[src/rtl/baif_pkg.sv]
// ----------------------------------------------------------------------------
// baif_pkg
// shared types and constants of the baro/imu altitude fusion core
// ----------------------------------------------------------------------------
package baif_pkg;

    // sequencer states: idle, output, and one per arithmetic step of an update
    typedef enum logic [4:0] {
        ST_IDLE,
        ST_ADD_MUL,
        ST_ADD_DIV,
        ST_X_DIV,
        ST_X2_MUL,
        ST_W_MUL,
        ST_RAW_MUL,
        ST_RAW_DIV,
        ST_AB_DIV,
        ST_BV_MUL,
        ST_AV_DIV,
        ST_VI_MUL,
        ST_VI_DIV,
        ST_VF_MUL,
        ST_V_MUL,
        ST_AA_DIV,
        ST_PR_MUL,
        ST_PR_DIV,
        ST_AF_MUL,
        ST_A_MUL,
        ST_FIN,
        ST_OUT
    } state_t;

    // configuration register indexes
    typedef enum logic [2:0] {
        CFG_GROUND_ALT,
        CFG_TAU_BARO_VEL,
        CFG_TAU_VEL,
        CFG_TAU_ALT,
        CFG_TRUST_TIME,
        CFG_DEP_LEVELS
    } cfg_idx_t;

    // result status codes
    localparam logic [1:0] STAT_INIT   = 2'd0;
    localparam logic [1:0] STAT_UPDATE = 2'd1;
    localparam logic [1:0] STAT_SKIP   = 2'd2;

    // configuration reset values
    localparam logic [23:0] RST_TAU_BARO_VEL = 24'd100000;
    localparam logic [23:0] RST_TAU_VEL      = 24'd500000;
    localparam logic [23:0] RST_TAU_ALT      = 24'd500000;
    localparam logic [23:0] RST_TRUST_TIME   = 24'd1000000;
    localparam logic [8:0]  RST_DEP_LEVELS   = 9'd2;

    localparam int US_PER_S  = 1000000;
    // divisor width: a 24 bit time constant plus dt
    localparam int DIV_DVS_W = 25;

    // divider status toward the sequencer
    typedef struct packed {
        logic busy;
        logic done;
    } div_stat_t;

endpackage

[src/rtl/baif_serial_div.sv]
// ----------------------------------------------------------------------------
// baif_serial_div
// unsigned restoring divider, one quotient bit per cycle
// ----------------------------------------------------------------------------
module baif_serial_div
    import baif_pkg::*;
#(
    parameter int DVD_W = 52,
    parameter int DVS_W = 25
)
(
    input  logic             clk,
    input  logic             rst_n,
    input  logic             start,
    input  logic [DVD_W-1:0] dividend,
    input  logic [DVS_W-1:0] divisor,
    output logic [DVD_W-1:0] quotient,
    output div_stat_t        stat
);

    localparam int CNT_W = $clog2(DVD_W + 1);

    logic             busy_reg, busy_next;
    logic             done_reg, done_next;
    logic [CNT_W-1:0] cnt_reg, cnt_next;
    logic [DVS_W-1:0] rem_reg, rem_next;
    logic [DVD_W-1:0] quo_reg, quo_next;
    logic [DVS_W-1:0] dvs_reg, dvs_next;
    logic [DVS_W:0]   trial;

    assign trial = {rem_reg, quo_reg[DVD_W-1]};

    always_comb
    begin
        busy_next = busy_reg;
        done_next = 1'b0;
        cnt_next  = cnt_reg;
        rem_next  = rem_reg;
        quo_next  = quo_reg;
        dvs_next  = dvs_reg;
        if (start)
        begin
            busy_next = 1'b1;
            cnt_next  = CNT_W'(DVD_W);
            rem_next  = '0;
            quo_next  = dividend;
            dvs_next  = divisor;
        end
        else if (busy_reg)
        begin
            // shift in one dividend bit, subtract when it fits
            if (trial >= {1'b0, dvs_reg})
            begin
                rem_next = DVS_W'(trial - {1'b0, dvs_reg});
                quo_next = {quo_reg[DVD_W-2:0], 1'b1};
            end
            else
            begin
                rem_next = trial[DVS_W-1:0];
                quo_next = {quo_reg[DVD_W-2:0], 1'b0};
            end
            cnt_next = cnt_reg - CNT_W'(1);
            if (cnt_reg == CNT_W'(1))
            begin
                busy_next = 1'b0;
                done_next = 1'b1;
            end
        end
    end

    always_ff @(posedge clk or negedge rst_n)
    begin
        if (!rst_n)
        begin
            busy_reg <= 1'b0;
            done_reg <= 1'b0;
            cnt_reg  <= '0;
        end
        else
        begin
            busy_reg <= busy_next;
            done_reg <= done_next;
            cnt_reg  <= cnt_next;
        end
    end

    always_ff @(posedge clk)
    begin
        rem_reg <= rem_next;
        quo_reg <= quo_next;
        dvs_reg <= dvs_next;
    end

    assign quotient  = quo_reg;
    assign stat.busy = busy_reg;
    assign stat.done = done_reg;

endmodule

[src/rtl/baro_imu_altitude_fusion_core.sv]
// ----------------------------------------------------------------------------
// baro_imu_altitude_fusion_core
// complementary filter of barometric altitude and vertical acceleration
// ----------------------------------------------------------------------------
// The core takes one sensor sample per input beat and returns one result beat
// per sample: fused vertical velocity, fused altitude above ground, filtered
// baro velocity and a status code (initialized, updated, skipped). All values
// are signed fixed point with FRAC_BITS fraction bits. Samples are worked one
// at a time by a sequencer around one shared multiplier and one bit-serial
// divider that yields a single quotient bit per cycle. The first sample after
// reset and samples with a bad time step go from idle straight to the
// output state. An update runs 7 divisions (8 when the airbrake level
// changed, 6 when the baro is fully distrusted) plus the multiply steps
// between them, so its run time is set by the divider. A new sample is
// accepted as soon as the previous result sits in the output register,
// even if it is not yet taken. Configuration writes are taken at any time
// (cfg_ready is always high) and belong between samples.
// ----------------------------------------------------------------------------
module baro_imu_altitude_fusion_core
    import baif_pkg::*;
#(
    parameter int FRAC_BITS = 16,
    parameter int MAX_DT_US = 100000
)
(
    input  logic               clk,
    input  logic               rst_n,
    // sample channel
    input  logic               in_valid,
    output logic               in_ready,
    input  logic [31:0]        time_us,
    input  logic signed [31:0] baro_altitude,
    input  logic signed [31:0] accel_z,
    input  logic [7:0]         deployment_level,
    // result channel
    output logic               out_valid,
    input  logic               out_ready,
    output logic signed [31:0] velocity_z,
    output logic signed [31:0] altitude_fused,
    output logic signed [31:0] baro_velocity,
    output logic [1:0]         status,
    // configuration write channel
    input  logic               cfg_valid,
    output logic               cfg_ready,
    input  logic [2:0]         cfg_index,
    input  logic [31:0]        cfg_data
);

    // dt width, multiplier operand widths, divider widths
    localparam int DT_W   = $clog2(MAX_DT_US + 1);
    localparam int MA_W   = 34;
    localparam int MB_W   = (FRAC_BITS + 3 > 21) ? FRAC_BITS + 3 : 21;
    localparam int PROD_W = MA_W + MB_W;
    localparam int DVD_W  = (FRAC_BITS + 24 > 52) ? FRAC_BITS + 24 : 52;
    localparam int DVS_W  = DIV_DVS_W;
    localparam int QW     = FRAC_BITS + 1;

    localparam logic [QW-1:0] Q_ONE   = {1'b1, {FRAC_BITS{1'b0}}};
    localparam logic [QW:0]   THREE_Q = {2'b11, {FRAC_BITS{1'b0}}};
    localparam logic signed [31:0] S32_MAX = 32'sh7FFF_FFFF;
    localparam logic signed [31:0] S32_MIN = 32'sh8000_0000;

    function automatic logic signed [33:0] sx34(input logic signed [31:0] v);
        return {{2{v[31]}}, v};
    endfunction

    function automatic logic out32(input logic signed [33:0] v);
        return (v[33:31] != 3'b000) && (v[33:31] != 3'b111);
    endfunction

    // sequencer
    state_t state_reg, state_next;
    logic   launched_reg, launched_next;
    logic   div_neg_reg, div_neg_next;

    // configuration
    logic signed [31:0] ground_reg, ground_next;
    logic [23:0] tau_bv_reg, tau_bv_next;
    logic [23:0] tau_v_reg, tau_v_next;
    logic [23:0] tau_a_reg, tau_a_next;
    logic [23:0] trust_time_reg, trust_time_next;
    logic [8:0]  levels_reg, levels_next;

    // filter state
    logic               init_reg, init_next;
    logic [31:0]        last_time_reg, last_time_next;
    logic signed [31:0] last_baro_reg, last_baro_next;
    logic signed [31:0] bvf_reg, bvf_next;
    logic signed [31:0] vel_reg, vel_next;
    logic signed [31:0] alt_reg, alt_next;
    logic [23:0]        tw_reg, tw_next;
    logic [7:0]         last_dep_reg, last_dep_next;

    // per-sample working registers
    logic [DT_W-1:0]     dt_reg, dt_next;
    logic signed [31:0]  baro_reg, baro_next;
    logic signed [31:0]  accel_reg, accel_next;
    logic [7:0]          dep_diff_reg, dep_diff_next;
    logic signed [PROD_W-1:0] prod_reg, prod_next;
    logic [QW-1:0]       x_reg, x_next;
    logic [QW-1:0]       w_reg, w_next;
    logic [QW-1:0]       a_reg, a_next;
    logic signed [31:0]  raw_reg, raw_next;
    logic signed [31:0]  vimu_reg, vimu_next;
    logic                vbad_reg, vbad_next;
    logic signed [31:0]  pred_reg, pred_next;
    logic                abad_reg, abad_next;
    logic [1:0]          status_reg, status_next;

    // output register
    logic               out_valid_reg, out_valid_next;
    logic signed [31:0] vel_out_reg, vel_out_next;
    logic signed [31:0] alt_out_reg, alt_out_next;
    logic signed [31:0] bv_out_reg, bv_out_next;
    logic [1:0]         stat_out_reg, stat_out_next;

    // shared arithmetic
    logic signed [MA_W-1:0]   mul_a;
    logic signed [MB_W-1:0]   mul_b;
    logic signed [PROD_W-1:0] mul_p;
    logic signed [PROD_W-1:0] prod_sh;
    logic [PROD_W-1:0]        prod_mag;
    logic                     div_start;
    logic [DVD_W-1:0]         div_dvd;
    logic [DVS_W-1:0]         div_dvs;
    logic [DVD_W-1:0]         div_quo;
    div_stat_t                div_stat;

    // derived values
    logic signed [33:0] baro_diff;
    logic signed [31:0] baro_in;
    logic [31:0]        dt_full;
    logic [23:0]        trust;
    logic [8:0]         span;
    logic signed [33:0] quo_s34;

    assign mul_p    = mul_a * mul_b;
    assign prod_sh  = prod_reg >>> FRAC_BITS;
    assign prod_mag = prod_reg[PROD_W-1] ? -prod_reg : prod_reg;

    // baro altitude above ground, saturated
    assign baro_diff = sx34(baro_altitude) - sx34(ground_reg);
    assign baro_in   = (baro_diff > sx34(S32_MAX)) ? S32_MAX :
                       (baro_diff < sx34(S32_MIN)) ? S32_MIN : baro_diff[31:0];

    assign dt_full = time_us - last_time_reg;
    assign trust   = (trust_time_reg == 24'd0) ? 24'd1 : trust_time_reg;
    assign span    = (levels_reg > 9'd2) ? levels_reg - 9'd1 : 9'd1;
    assign quo_s34 = div_neg_reg ? -$signed({1'b0, div_quo[32:0]})
                                 :  $signed({1'b0, div_quo[32:0]});

    baif_serial_div #(
        .DVD_W (DVD_W),
        .DVS_W (DVS_W)
    ) u_div (
        .clk      (clk),
        .rst_n    (rst_n),
        .start    (div_start),
        .dividend (div_dvd),
        .divisor  (div_dvs),
        .quotient (div_quo),
        .stat     (div_stat)
    );

    // multiplier operands per step
    always_comb
    begin
        mul_a = '0;
        mul_b = '0;
        case (state_reg)
            ST_ADD_MUL:
            begin
                mul_a = {{(MA_W-24){1'b0}}, trust};
                mul_b = {{(MB_W-8){1'b0}}, dep_diff_reg};
            end
            ST_X2_MUL:
            begin
                mul_a = {{(MA_W-QW){1'b0}}, x_reg};
                mul_b = {{(MB_W-QW){1'b0}}, x_reg};
            end
            ST_W_MUL:
            begin
                // x^2 times (3 - 2x)
                mul_a = {{(MA_W-QW){1'b0}}, prod_sh[QW-1:0]};
                mul_b = {{(MB_W-QW-1){1'b0}}, THREE_Q - {x_reg, 1'b0}};
            end
            ST_RAW_MUL:
            begin
                mul_a = sx34(baro_reg) - sx34(last_baro_reg);
                mul_b = MB_W'(US_PER_S);
            end
            ST_BV_MUL:
            begin
                mul_a = sx34(bvf_reg) - sx34(raw_reg);
                mul_b = {{(MB_W-QW){1'b0}}, a_reg};
            end
            ST_VI_MUL:
            begin
                mul_a = sx34(accel_reg);
                mul_b = {{(MB_W-DT_W){1'b0}}, dt_reg};
            end
            ST_VF_MUL:
            begin
                mul_a = sx34(vimu_reg) - sx34(bvf_reg);
                mul_b = {{(MB_W-QW){1'b0}}, a_reg};
            end
            ST_V_MUL:
            begin
                mul_a = sx34(bvf_reg + prod_sh[31:0]) - sx34(vimu_reg);
                mul_b = {{(MB_W-QW){1'b0}}, w_reg};
            end
            ST_PR_MUL:
            begin
                mul_a = sx34(vel_reg);
                mul_b = {{(MB_W-DT_W){1'b0}}, dt_reg};
            end
            ST_AF_MUL:
            begin
                mul_a = sx34(pred_reg) - sx34(baro_reg);
                mul_b = {{(MB_W-QW){1'b0}}, a_reg};
            end
            ST_A_MUL:
            begin
                mul_a = sx34(baro_reg + prod_sh[31:0]) - sx34(pred_reg);
                mul_b = {{(MB_W-QW){1'b0}}, w_reg};
            end
            default:
            begin
                mul_a = '0;
                mul_b = '0;
            end
        endcase
    end

    // divider operands per step
    always_comb
    begin
        div_dvd = '0;
        div_dvs = '0;
        case (state_reg)
            ST_ADD_DIV:
            begin
                div_dvd = prod_mag[DVD_W-1:0];
                div_dvs = {{(DVS_W-9){1'b0}}, span};
            end
            ST_X_DIV:
            begin
                div_dvd = {{(DVD_W-24){1'b0}}, trust - tw_reg} << FRAC_BITS;
                div_dvs = {1'b0, trust};
            end
            ST_RAW_DIV:
            begin
                div_dvd = prod_mag[DVD_W-1:0];
                div_dvs = {{(DVS_W-DT_W){1'b0}}, dt_reg};
            end
            ST_AB_DIV:
            begin
                div_dvd = {{(DVD_W-24){1'b0}}, tau_bv_reg} << FRAC_BITS;
                div_dvs = {1'b0, tau_bv_reg} + {{(DVS_W-DT_W){1'b0}}, dt_reg};
            end
            ST_AV_DIV:
            begin
                div_dvd = {{(DVD_W-24){1'b0}}, tau_v_reg} << FRAC_BITS;
                div_dvs = {1'b0, tau_v_reg} + {{(DVS_W-DT_W){1'b0}}, dt_reg};
            end
            ST_AA_DIV:
            begin
                div_dvd = {{(DVD_W-24){1'b0}}, tau_a_reg} << FRAC_BITS;
                div_dvs = {1'b0, tau_a_reg} + {{(DVS_W-DT_W){1'b0}}, dt_reg};
            end
            ST_VI_DIV, ST_PR_DIV:
            begin
                div_dvd = prod_mag[DVD_W-1:0];
                div_dvs = DVS_W'(US_PER_S);
            end
            default:
            begin
                div_dvd = '0;
                div_dvs = '0;
            end
        endcase
    end

    // next state and datapath updates
    always_comb
    begin
        logic [32:0]        sum;
        logic signed [33:0] wide;
        logic [DVD_W-1:0]   neg_lim;
        logic [DVD_W-1:0]   pos_lim;

        sum     = '0;
        wide    = '0;
        neg_lim = {{(DVD_W-32){1'b0}}, 32'h8000_0000};
        pos_lim = {{(DVD_W-32){1'b0}}, 32'h7FFF_FFFF};

        state_next      = state_reg;
        launched_next   = launched_reg;
        div_neg_next    = div_neg_reg;
        div_start       = 1'b0;

        ground_next     = ground_reg;
        tau_bv_next     = tau_bv_reg;
        tau_v_next      = tau_v_reg;
        tau_a_next      = tau_a_reg;
        trust_time_next = trust_time_reg;
        levels_next     = levels_reg;

        init_next       = init_reg;
        last_time_next  = last_time_reg;
        last_baro_next  = last_baro_reg;
        bvf_next        = bvf_reg;
        vel_next        = vel_reg;
        alt_next        = alt_reg;
        tw_next         = tw_reg;
        last_dep_next   = last_dep_reg;

        dt_next         = dt_reg;
        baro_next       = baro_reg;
        accel_next      = accel_reg;
        dep_diff_next   = dep_diff_reg;
        prod_next       = prod_reg;
        x_next          = x_reg;
        w_next          = w_reg;
        a_next          = a_reg;
        raw_next        = raw_reg;
        vimu_next       = vimu_reg;
        vbad_next       = vbad_reg;
        pred_next       = pred_reg;
        abad_next       = abad_reg;
        status_next     = status_reg;

        out_valid_next  = out_valid_reg && !out_ready;
        vel_out_next    = vel_out_reg;
        alt_out_next    = alt_out_reg;
        bv_out_next     = bv_out_reg;
        stat_out_next   = stat_out_reg;

        // register writes, taken whenever offered
        if (cfg_valid)
        begin
            case (cfg_idx_t'(cfg_index))
                CFG_GROUND_ALT:   ground_next     = cfg_data;
                CFG_TAU_BARO_VEL: tau_bv_next     = cfg_data[23:0];
                CFG_TAU_VEL:      tau_v_next      = cfg_data[23:0];
                CFG_TAU_ALT:      tau_a_next      = cfg_data[23:0];
                CFG_TRUST_TIME:   trust_time_next = cfg_data[23:0];
                CFG_DEP_LEVELS:   levels_next     = cfg_data[8:0];
                default:          ground_next     = ground_reg;
            endcase
        end

        // every multiply step registers its product
        case (state_reg)
            ST_ADD_MUL, ST_X2_MUL, ST_W_MUL, ST_RAW_MUL, ST_BV_MUL, ST_VI_MUL,
            ST_VF_MUL, ST_V_MUL, ST_PR_MUL, ST_AF_MUL, ST_A_MUL:
                prod_next = mul_p;
            default:
                prod_next = prod_reg;
        endcase

        case (state_reg)
            ST_IDLE:
            begin
                if (in_valid)
                begin
                    state_next = ST_OUT;
                    if (!init_reg)
                    begin
                        // first sample only loads the state
                        init_next      = 1'b1;
                        last_time_next = time_us;
                        last_baro_next = baro_in;
                        bvf_next       = '0;
                        vel_next       = '0;
                        alt_next       = baro_in;
                        tw_next        = '0;
                        last_dep_next  = deployment_level;
                        status_next    = STAT_INIT;
                    end
                    else
                    begin
                        last_time_next = time_us;
                        if (dt_full == 32'd0 || dt_full > 32'(MAX_DT_US))
                        begin
                            status_next = STAT_SKIP;
                        end
                        else
                        begin
                            dt_next       = dt_full[DT_W-1:0];
                            baro_next     = baro_in;
                            accel_next    = accel_z;
                            last_dep_next = deployment_level;
                            dep_diff_next = (deployment_level > last_dep_reg) ?
                                            deployment_level - last_dep_reg :
                                            last_dep_reg - deployment_level;
                            if (deployment_level == last_dep_reg)
                            begin
                                // countdown runs down by dt
                                tw_next = ({8'd0, tw_reg} > dt_full) ?
                                          tw_reg - dt_full[23:0] : 24'd0;
                                state_next = ST_X_DIV;
                            end
                            else
                            begin
                                state_next = ST_ADD_MUL;
                            end
                        end
                    end
                end
            end

            ST_ADD_MUL: state_next = ST_ADD_DIV;

            ST_ADD_DIV:
            begin
                if (!launched_reg)
                begin
                    div_start     = 1'b1;
                    launched_next = 1'b1;
                    div_neg_next  = 1'b0;
                end
                else if (div_stat.done)
                begin
                    // extend the countdown, clamped to the trust time
                    launched_next = 1'b0;
                    sum     = {9'd0, tw_reg} + div_quo[32:0];
                    tw_next = (sum < {9'd0, trust}) ? sum[23:0] : trust;
                    state_next = ST_X_DIV;
                end
            end

            ST_X_DIV:
            begin
                if (!launched_reg)
                begin
                    if (tw_reg >= trust)
                    begin
                        // baro fully distrusted
                        x_next     = '0;
                        state_next = ST_X2_MUL;
                    end
                    else
                    begin
                        div_start     = 1'b1;
                        launched_next = 1'b1;
                        div_neg_next  = 1'b0;
                    end
                end
                else if (div_stat.done)
                begin
                    launched_next = 1'b0;
                    x_next        = div_quo[QW-1:0];
                    state_next    = ST_X2_MUL;
                end
            end

            ST_X2_MUL: state_next = ST_W_MUL;

            ST_W_MUL: state_next = ST_RAW_MUL;

            ST_RAW_MUL:
            begin
                // smoothstep weight, clamped at one
                w_next = (prod_sh[QW+1:0] > {2'b00, Q_ONE}) ? Q_ONE : prod_sh[QW-1:0];
                state_next = ST_RAW_DIV;
            end

            ST_RAW_DIV:
            begin
                if (!launched_reg)
                begin
                    div_start     = 1'b1;
                    launched_next = 1'b1;
                    div_neg_next  = prod_reg[PROD_W-1];
                end
                else if (div_stat.done)
                begin
                    // raw baro velocity, saturated
                    launched_next  = 1'b0;
                    last_baro_next = baro_reg;
                    if (div_neg_reg)
                        raw_next = (div_quo > neg_lim) ? S32_MIN : -$signed(div_quo[31:0]);
                    else
                        raw_next = (div_quo > pos_lim) ? S32_MAX : $signed(div_quo[31:0]);
                    state_next = ST_AB_DIV;
                end
            end

            ST_AB_DIV, ST_AV_DIV, ST_AA_DIV:
            begin
                if (!launched_reg)
                begin
                    div_start     = 1'b1;
                    launched_next = 1'b1;
                    div_neg_next  = 1'b0;
                    // fold in the blend from the multiply step before
                    if (state_reg == ST_AV_DIV)
                        bvf_next = raw_reg + prod_sh[31:0];
                    if (state_reg == ST_AA_DIV)
                        vel_next = vbad_reg ? 32'sd0 : vimu_reg + prod_sh[31:0];
                end
                else if (div_stat.done)
                begin
                    launched_next = 1'b0;
                    a_next        = div_quo[QW-1:0];
                    case (state_reg)
                        ST_AB_DIV: state_next = ST_BV_MUL;
                        ST_AV_DIV: state_next = ST_VI_MUL;
                        default:   state_next = ST_PR_MUL;
                    endcase
                end
            end

            ST_BV_MUL: state_next = ST_AV_DIV;

            ST_VI_MUL: state_next = ST_VI_DIV;

            ST_VI_DIV, ST_PR_DIV:
            begin
                if (!launched_reg)
                begin
                    div_start     = 1'b1;
                    launched_next = 1'b1;
                    div_neg_next  = prod_reg[PROD_W-1];
                end
                else if (div_stat.done)
                begin
                    launched_next = 1'b0;
                    if (state_reg == ST_VI_DIV)
                    begin
                        // imu-integrated velocity
                        wide       = sx34(vel_reg) + quo_s34;
                        vimu_next  = wide[31:0];
                        vbad_next  = out32(wide);
                        state_next = ST_VF_MUL;
                    end
                    else
                    begin
                        // predicted altitude
                        wide       = sx34(alt_reg) + quo_s34;
                        pred_next  = wide[31:0];
                        abad_next  = out32(wide);
                        state_next = ST_AF_MUL;
                    end
                end
            end

            ST_VF_MUL: state_next = ST_V_MUL;

            ST_V_MUL: state_next = ST_AA_DIV;

            ST_PR_MUL: state_next = ST_PR_DIV;

            ST_AF_MUL: state_next = ST_A_MUL;

            ST_A_MUL: state_next = ST_FIN;

            ST_FIN:
            begin
                alt_next    = abad_reg ? baro_reg : pred_reg + prod_sh[31:0];
                status_next = STAT_UPDATE;
                state_next  = ST_OUT;
            end

            ST_OUT:
            begin
                if (!out_valid_reg || out_ready)
                begin
                    out_valid_next = 1'b1;
                    vel_out_next   = vel_reg;
                    alt_out_next   = alt_reg;
                    bv_out_next    = bvf_reg;
                    stat_out_next  = status_reg;
                    state_next     = ST_IDLE;
                end
            end

            default: state_next = ST_IDLE;
        endcase
    end

    always_ff @(posedge clk or negedge rst_n)
    begin
        if (!rst_n)
        begin
            state_reg      <= ST_IDLE;
            launched_reg   <= 1'b0;
            ground_reg     <= '0;
            tau_bv_reg     <= RST_TAU_BARO_VEL;
            tau_v_reg      <= RST_TAU_VEL;
            tau_a_reg      <= RST_TAU_ALT;
            trust_time_reg <= RST_TRUST_TIME;
            levels_reg     <= RST_DEP_LEVELS;
            init_reg       <= 1'b0;
            last_time_reg  <= '0;
            last_baro_reg  <= '0;
            bvf_reg        <= '0;
            vel_reg        <= '0;
            alt_reg        <= '0;
            tw_reg         <= '0;
            last_dep_reg   <= '0;
            out_valid_reg  <= 1'b0;
        end
        else
        begin
            state_reg      <= state_next;
            launched_reg   <= launched_next;
            ground_reg     <= ground_next;
            tau_bv_reg     <= tau_bv_next;
            tau_v_reg      <= tau_v_next;
            tau_a_reg      <= tau_a_next;
            trust_time_reg <= trust_time_next;
            levels_reg     <= levels_next;
            init_reg       <= init_next;
            last_time_reg  <= last_time_next;
            last_baro_reg  <= last_baro_next;
            bvf_reg        <= bvf_next;
            vel_reg        <= vel_next;
            alt_reg        <= alt_next;
            tw_reg         <= tw_next;
            last_dep_reg   <= last_dep_next;
            out_valid_reg  <= out_valid_next;
        end
    end

    // payload registers
    always_ff @(posedge clk)
    begin
        div_neg_reg  <= div_neg_next;
        dt_reg       <= dt_next;
        baro_reg     <= baro_next;
        accel_reg    <= accel_next;
        dep_diff_reg <= dep_diff_next;
        prod_reg     <= prod_next;
        x_reg        <= x_next;
        w_reg        <= w_next;
        a_reg        <= a_next;
        raw_reg      <= raw_next;
        vimu_reg     <= vimu_next;
        vbad_reg     <= vbad_next;
        pred_reg     <= pred_next;
        abad_reg     <= abad_next;
        status_reg   <= status_next;
        vel_out_reg  <= vel_out_next;
        alt_out_reg  <= alt_out_next;
        bv_out_reg   <= bv_out_next;
        stat_out_reg <= stat_out_next;
    end

    assign in_ready       = (state_reg == ST_IDLE);
    assign cfg_ready      = 1'b1;
    assign out_valid      = out_valid_reg;
    assign velocity_z     = vel_out_reg;
    assign altitude_fused = alt_out_reg;
    assign baro_velocity  = bv_out_reg;
    assign status         = stat_out_reg;

`ifndef SYNTH
    // divider only reports back to a step that launched it
    a_div_done_launched: assert property (@(posedge clk) disable iff (!rst_n)
        div_stat.done |-> launched_reg)
        else $error("divider done without a launched step");

    // first accepted sample marks the filter initialized
    a_init_set: assert property (@(posedge clk) disable iff (!rst_n)
        (in_valid && in_ready && !init_reg) |=> init_reg)
        else $error("first sample did not initialize");

    // baro weight never above one while blending
    a_w_bound: assert property (@(posedge clk) disable iff (!rst_n)
        (state_reg == ST_V_MUL || state_reg == ST_A_MUL) |-> (w_reg <= Q_ONE))
        else $error("baro weight out of range");

    // a result with a free output register is posted at once
    a_out_post: assert property (@(posedge clk) disable iff (!rst_n)
        (state_reg == ST_OUT && !out_valid_reg) |=> (out_valid_reg && state_reg == ST_IDLE))
        else $error("result not posted");
`endif

endmodule

[config.mk]
export PLATFORM = sky130hd
export DESIGN_NAME = baro_imu_altitude_fusion_core
export DESIGN_NICKNAME = d
export VERILOG_FILES = /design/src/rtl/baif_pkg.sv /design/src/rtl/baif_serial_div.sv /design/src/rtl/baro_imu_altitude_fusion_core.sv
export SDC_FILE = /design/constraint.sdc
export NUM_CORES = 2
export LEC_CHECK = 0
export ABC_AREA = 1
export BUFFER_PORTS_ARGS = -buffer_cell sky130_fd_sc_hd__buf_2
export CAP_MARGIN = 20
export CELL_PAD_IN_SITES_DETAIL_PLACEMENT = 0
export CELL_PAD_IN_SITES_GLOBAL_PLACEMENT = 1
export CORE_ASPECT_RATIO = 1.25
export CORE_MARGIN = 3
export CORE_UTILIZATION = 30
export CTS_BUF_LIST = sky130_fd_sc_hd__clkbuf_16
export DETAILED_ROUTE_END_ITERATION = 10
export PLACE_DENSITY = 0.52
export SLEW_MARGIN = 5
export SYNTH_ARGS = -nofsm -noshare
export SYNTH_HDL_FRONTEND = slang
export SYNTH_SLANG_ARGS = --single-unit
[constraint.sdc]
create_clock -name clk -period 27.2 [get_ports clk]
set_clock_uncertainty 0.2 [all_clocks]
set_input_delay 5.44 -clock clk [delete_from_list [all_inputs] [get_ports clk]]
set_output_delay 5.44 -clock clk [all_outputs]
set_load 0.05 [all_outputs]
==> impl_metrics.json <==
{
  "instances_no_fill": 17300,
  "grt_antenna_before_repair": 38,
  "gr-usage-all-layers_pct": 31.6,
  "synth_seq_area_share_pct": 24.5,
  "upper_clock_frequency_limit_mhz": 76.0,
  "max-vdd-ir-drop_mv": 0.0747,
  "cts.htree.levels": 3,
  "finalWirelength_mm": 519,
  "grt_setup_unrepaired": "false",
  "number_of_global_route_vias_before_repair": 91600,
  "overflow": 0,
  "maxSlewHeadroom_pct": 16.2,
  "hold_depth": 0,
  "critical-path-top-delay-family": "adder cells",
  "core_region_area_um2": 314000,
  "drc_errors": 0,
  "die_footprint_um2": 323000,
  "holdCritPathClass": "register to register",
  "io-pin-count": 245,
  "worstRegToRegCells": 44,
  "ffs_latches_synth": 839,
  "yosys_warnings": 0,
  "gp_congestion": 0.993,
  "die_x_um": 509,
  "drt-vias-per-instance": 5.25,
  "synth-edff-count": 469,
  "worst_min_path_start": "status_reg[0]",
  "synth-main-ff-cell": "edfxtp_1",
  "insertion_delay_ns": 0.79,
  "final_area_um2": 105000,
  "chipHeight_um": 634,
  "switching_power_as_a_share_of_total_power_pct": 42.2,
  "layout_worst_path_cycle_share_pct": 48.4,
  "post_drt_wl_per_cell_um": 30.1,
  "synth.avg_cell_area_um2": 7.45,
  "route.vias.total": 90600,
  "cts-buffers-inserted": 109,
  "cts_tree": "done",
  "timing.final.ws_setup_ns": 14.04,
  "post_cts.repair.setup_buffers": 0,
  "drive_above_1_share_pct": 7.14,
  "crit_path_top_delay_cell": "nand2_1",
  "cpPeakStageDelay_ns": 0.73,
  "critPathCaptureType": "register",
  "worst_r2r_startpoint": "prod_reg[18]",
  "cellInternalPower_mw": 2.90,
  "finalHoldViolCount": 0,
  "power.clock.fraction_pct": 30.4,
  "cts.root.buffer_cell": "clkbuf_16",
  "dp_hpwl_mm": 436,
  "setup_total_negative_slack_ns": 0,
  "critPathBufInv": 7,
  "power_leakage_nw": 51.3,
  "cts.sinks": 839,
  "setup-violations-final": 0,
  "leading_cell_type_in_the_layout_fill_and_taps_excluded": "nand2_1",
  "power_frac_comb_pct": 36.4,
  "port_buffers": 243,
  "rows": 230,
  "min_period_ns": 13.16,
  "number_of_max_cap_violations": 0,
  "largest_register_ff_count": 53,
  "synth_nets": 14300,
  "grt_max_degree": 134,
  "post_synth_inst_count": 12700,
  "ant_nets": 0,
  "most-common-layout-cells": "nand2_1, inv_1, a21oi_1",
  "dpl_cell_area_um2": 102000,
  "regToRegSetupSlack_ns": 14.04,
  "dp_slack_ns": 14.30,
  "worst-endpoint-arrival_ns": 13.49,
  "post_placement_cell_count": 17000,
  "post_synth_num_cell_types": 91,
  "finalHoldWorstSlack_ns": 0.233,
  "synth-async-reset-ratio_pct": 41.1,
  "num-nets-final": 14600,
  "worstSetupPathType": "register to register",
  "area.growth.synth_to_final_pct": 11.2,
  "finalMaxSlewViolations": 0,
  "tightestPinTransition_ns": 1.26,
  "worst-path-max-fanout": 14,
  "power.net_switching_mw": 2.11,
  "power.density_cell_area_nw_per_um2": 47.6,
  "postCtsResizedCells": 0,
  "cts.hold.buffers_added": 0,
  "share_seq_of_total_power_pct": 33.2,
  "timing.hold.worst_endpoint": "status[0]",
  "grt_pass1_wl_mm": 720,
  "drtIter0Drc": 7077,
  "critPathRequiredTime_ns": 27.53,
  "initial_utilization_pct": 30.2,
  "netlist_area_um2": 94800,
  "dr.pass1.iters": 7,
  "r2r_end": "prod_reg[40]",
  "result_of_the_run": "complete, no violations",
  "clkSlewWorstSetupHoldPaths_ns": 0.07,
  "clockBufferDepth": 3,
  "worstSetupStartpointType": "register"
}
==> through the flow <==
stage / total power, mW / utilization (%)
3_5_place_dp: 3.50 / 32.3
2_1_floorplan: 2.71 / -
3_3_place_gp: 3.48 / 32.3
5_1_grt: 5.28 / 33.5
6_report: 5.01 / 33.5
4_1_cts: 5.05 / 33.5
==> synthesized netlist by cell type, drive strengths merged (26+ instances only) <==
cell    number  area [um^2]
inv       2171         8150
buf        134          743
nand3b      29          218
o21ai      949         4850
a21o        94          706
or2         74          463
ha         784         9810
o21bai      62          469
dfrtp      317         7930
xnor2      129         1130
o211ai      36          270
a31oi       61          388
a211oi      26          200
nand4      113          713
xor2       279         2450
clkbuf     173          651
dfstp       28          736
nand2     2885        10900
nor4        66          470
edfxtp     469        14100
fa         660        13200
a22o        32          280
a21boi      31          233
a221oi      32          280
nor3       154          858
o22ai       56          350
nor2      1066         4140
nand3      463         2370
a21oi     1141         5780
o21a        34          255
==> final cells by class <==
| cell class | instances | area [um^2] |
|---|---|---|
| Sequential cell | 839 | 23300 |
| Antenna cell | 19 | 47.5 |
| Tap cell | 4176 | 5230 |
| Clock inverter | 96 | 893 |
| Clock buffer | 111 | 2780 |
| Multi-Input combinational cell | 9397 | 62200 |
| Fill cell | 34200 | 209000 |
| Timing Repair Buffer | 444 | 2830 |
| Inverter | 2175 | 8160 |
==> worst reg2reg max path, delay by kind of cell (launching register included) <==
| family | cells | cell delay (ns) |
|---|---|---|
| buffers and inverters | 7 | 0.53 |
| XOR/XNOR | 2 | 0.56 |
| flip-flops | 1 | 0.61 |
| adder cells (fa/ha/maj) | 10 | 4.82 |
| AND/OR/NAND/NOR | 7 | 1.54 |
| AO/OA/AOI/OAI | 18 | 4.68 |
==> worst max path at each step <==
| stage | startpoint | endpoint | slack, ns | depth (start not counted) |
|---|---|---|---|---|
| global placement | prod_reg[18] | prod_reg[54] | 14.40 | 46 |
| CTS | prod_reg[18] | prod_reg[54] | 14.31 | 46 |
| floorplan | time_us[0] | accel_reg[0] | 13.09 | 17 |
| finish | prod_reg[18] | prod_reg[40] | 14.04 | 44 |
| detailed placement | prod_reg[18] | prod_reg[54] | 14.30 | 46 |
| global route | prod_reg[18] | prod_reg[40] | 13.59 | 44 |
==> layer usage <==
layer | global-route usage [%] | up-vias | routed length, um
met2 | 54.1 | 2670 | 248000
met4 | 18.4 | 8 | 38500
li1 | - | 42100 | -
met1 | 38.7 | 45100 | 212000
met3 | 2.88 | 737 | 20700
met5 | 0 | - | 49
==> cells by family after synthesis <==
| family | Yosys count | share of synthesized area (%) |
|---|---|---|
| xor gates and xnor gates | 408 | 3.78 |
| muxes | 5 | 0.0541 |
| AOI/OAI and AO/OA | 2664 | 15.9 |
| buffers and inverters | 2482 | 10.1 |
| adders and majority gates | 1444 | 24.3 |
| DFF | 839 | 24.5 |
| and+or+nand+nor | 4875 | 21.4 |
| other | 1 | 0.00396 |
==> power groups by stage <==
stage                     clock, mW  combinational (mW)  sequential, mW
after floorplan                   0                1.11            1.59
after global placement            0                1.79            1.69
after detailed placement          0                1.81            1.69
after CTS                      1.56                1.82            1.66
after global routing           1.61                2.00            1.67
final                          1.52                1.82            1.67
(Power assumes the default switching activity.)
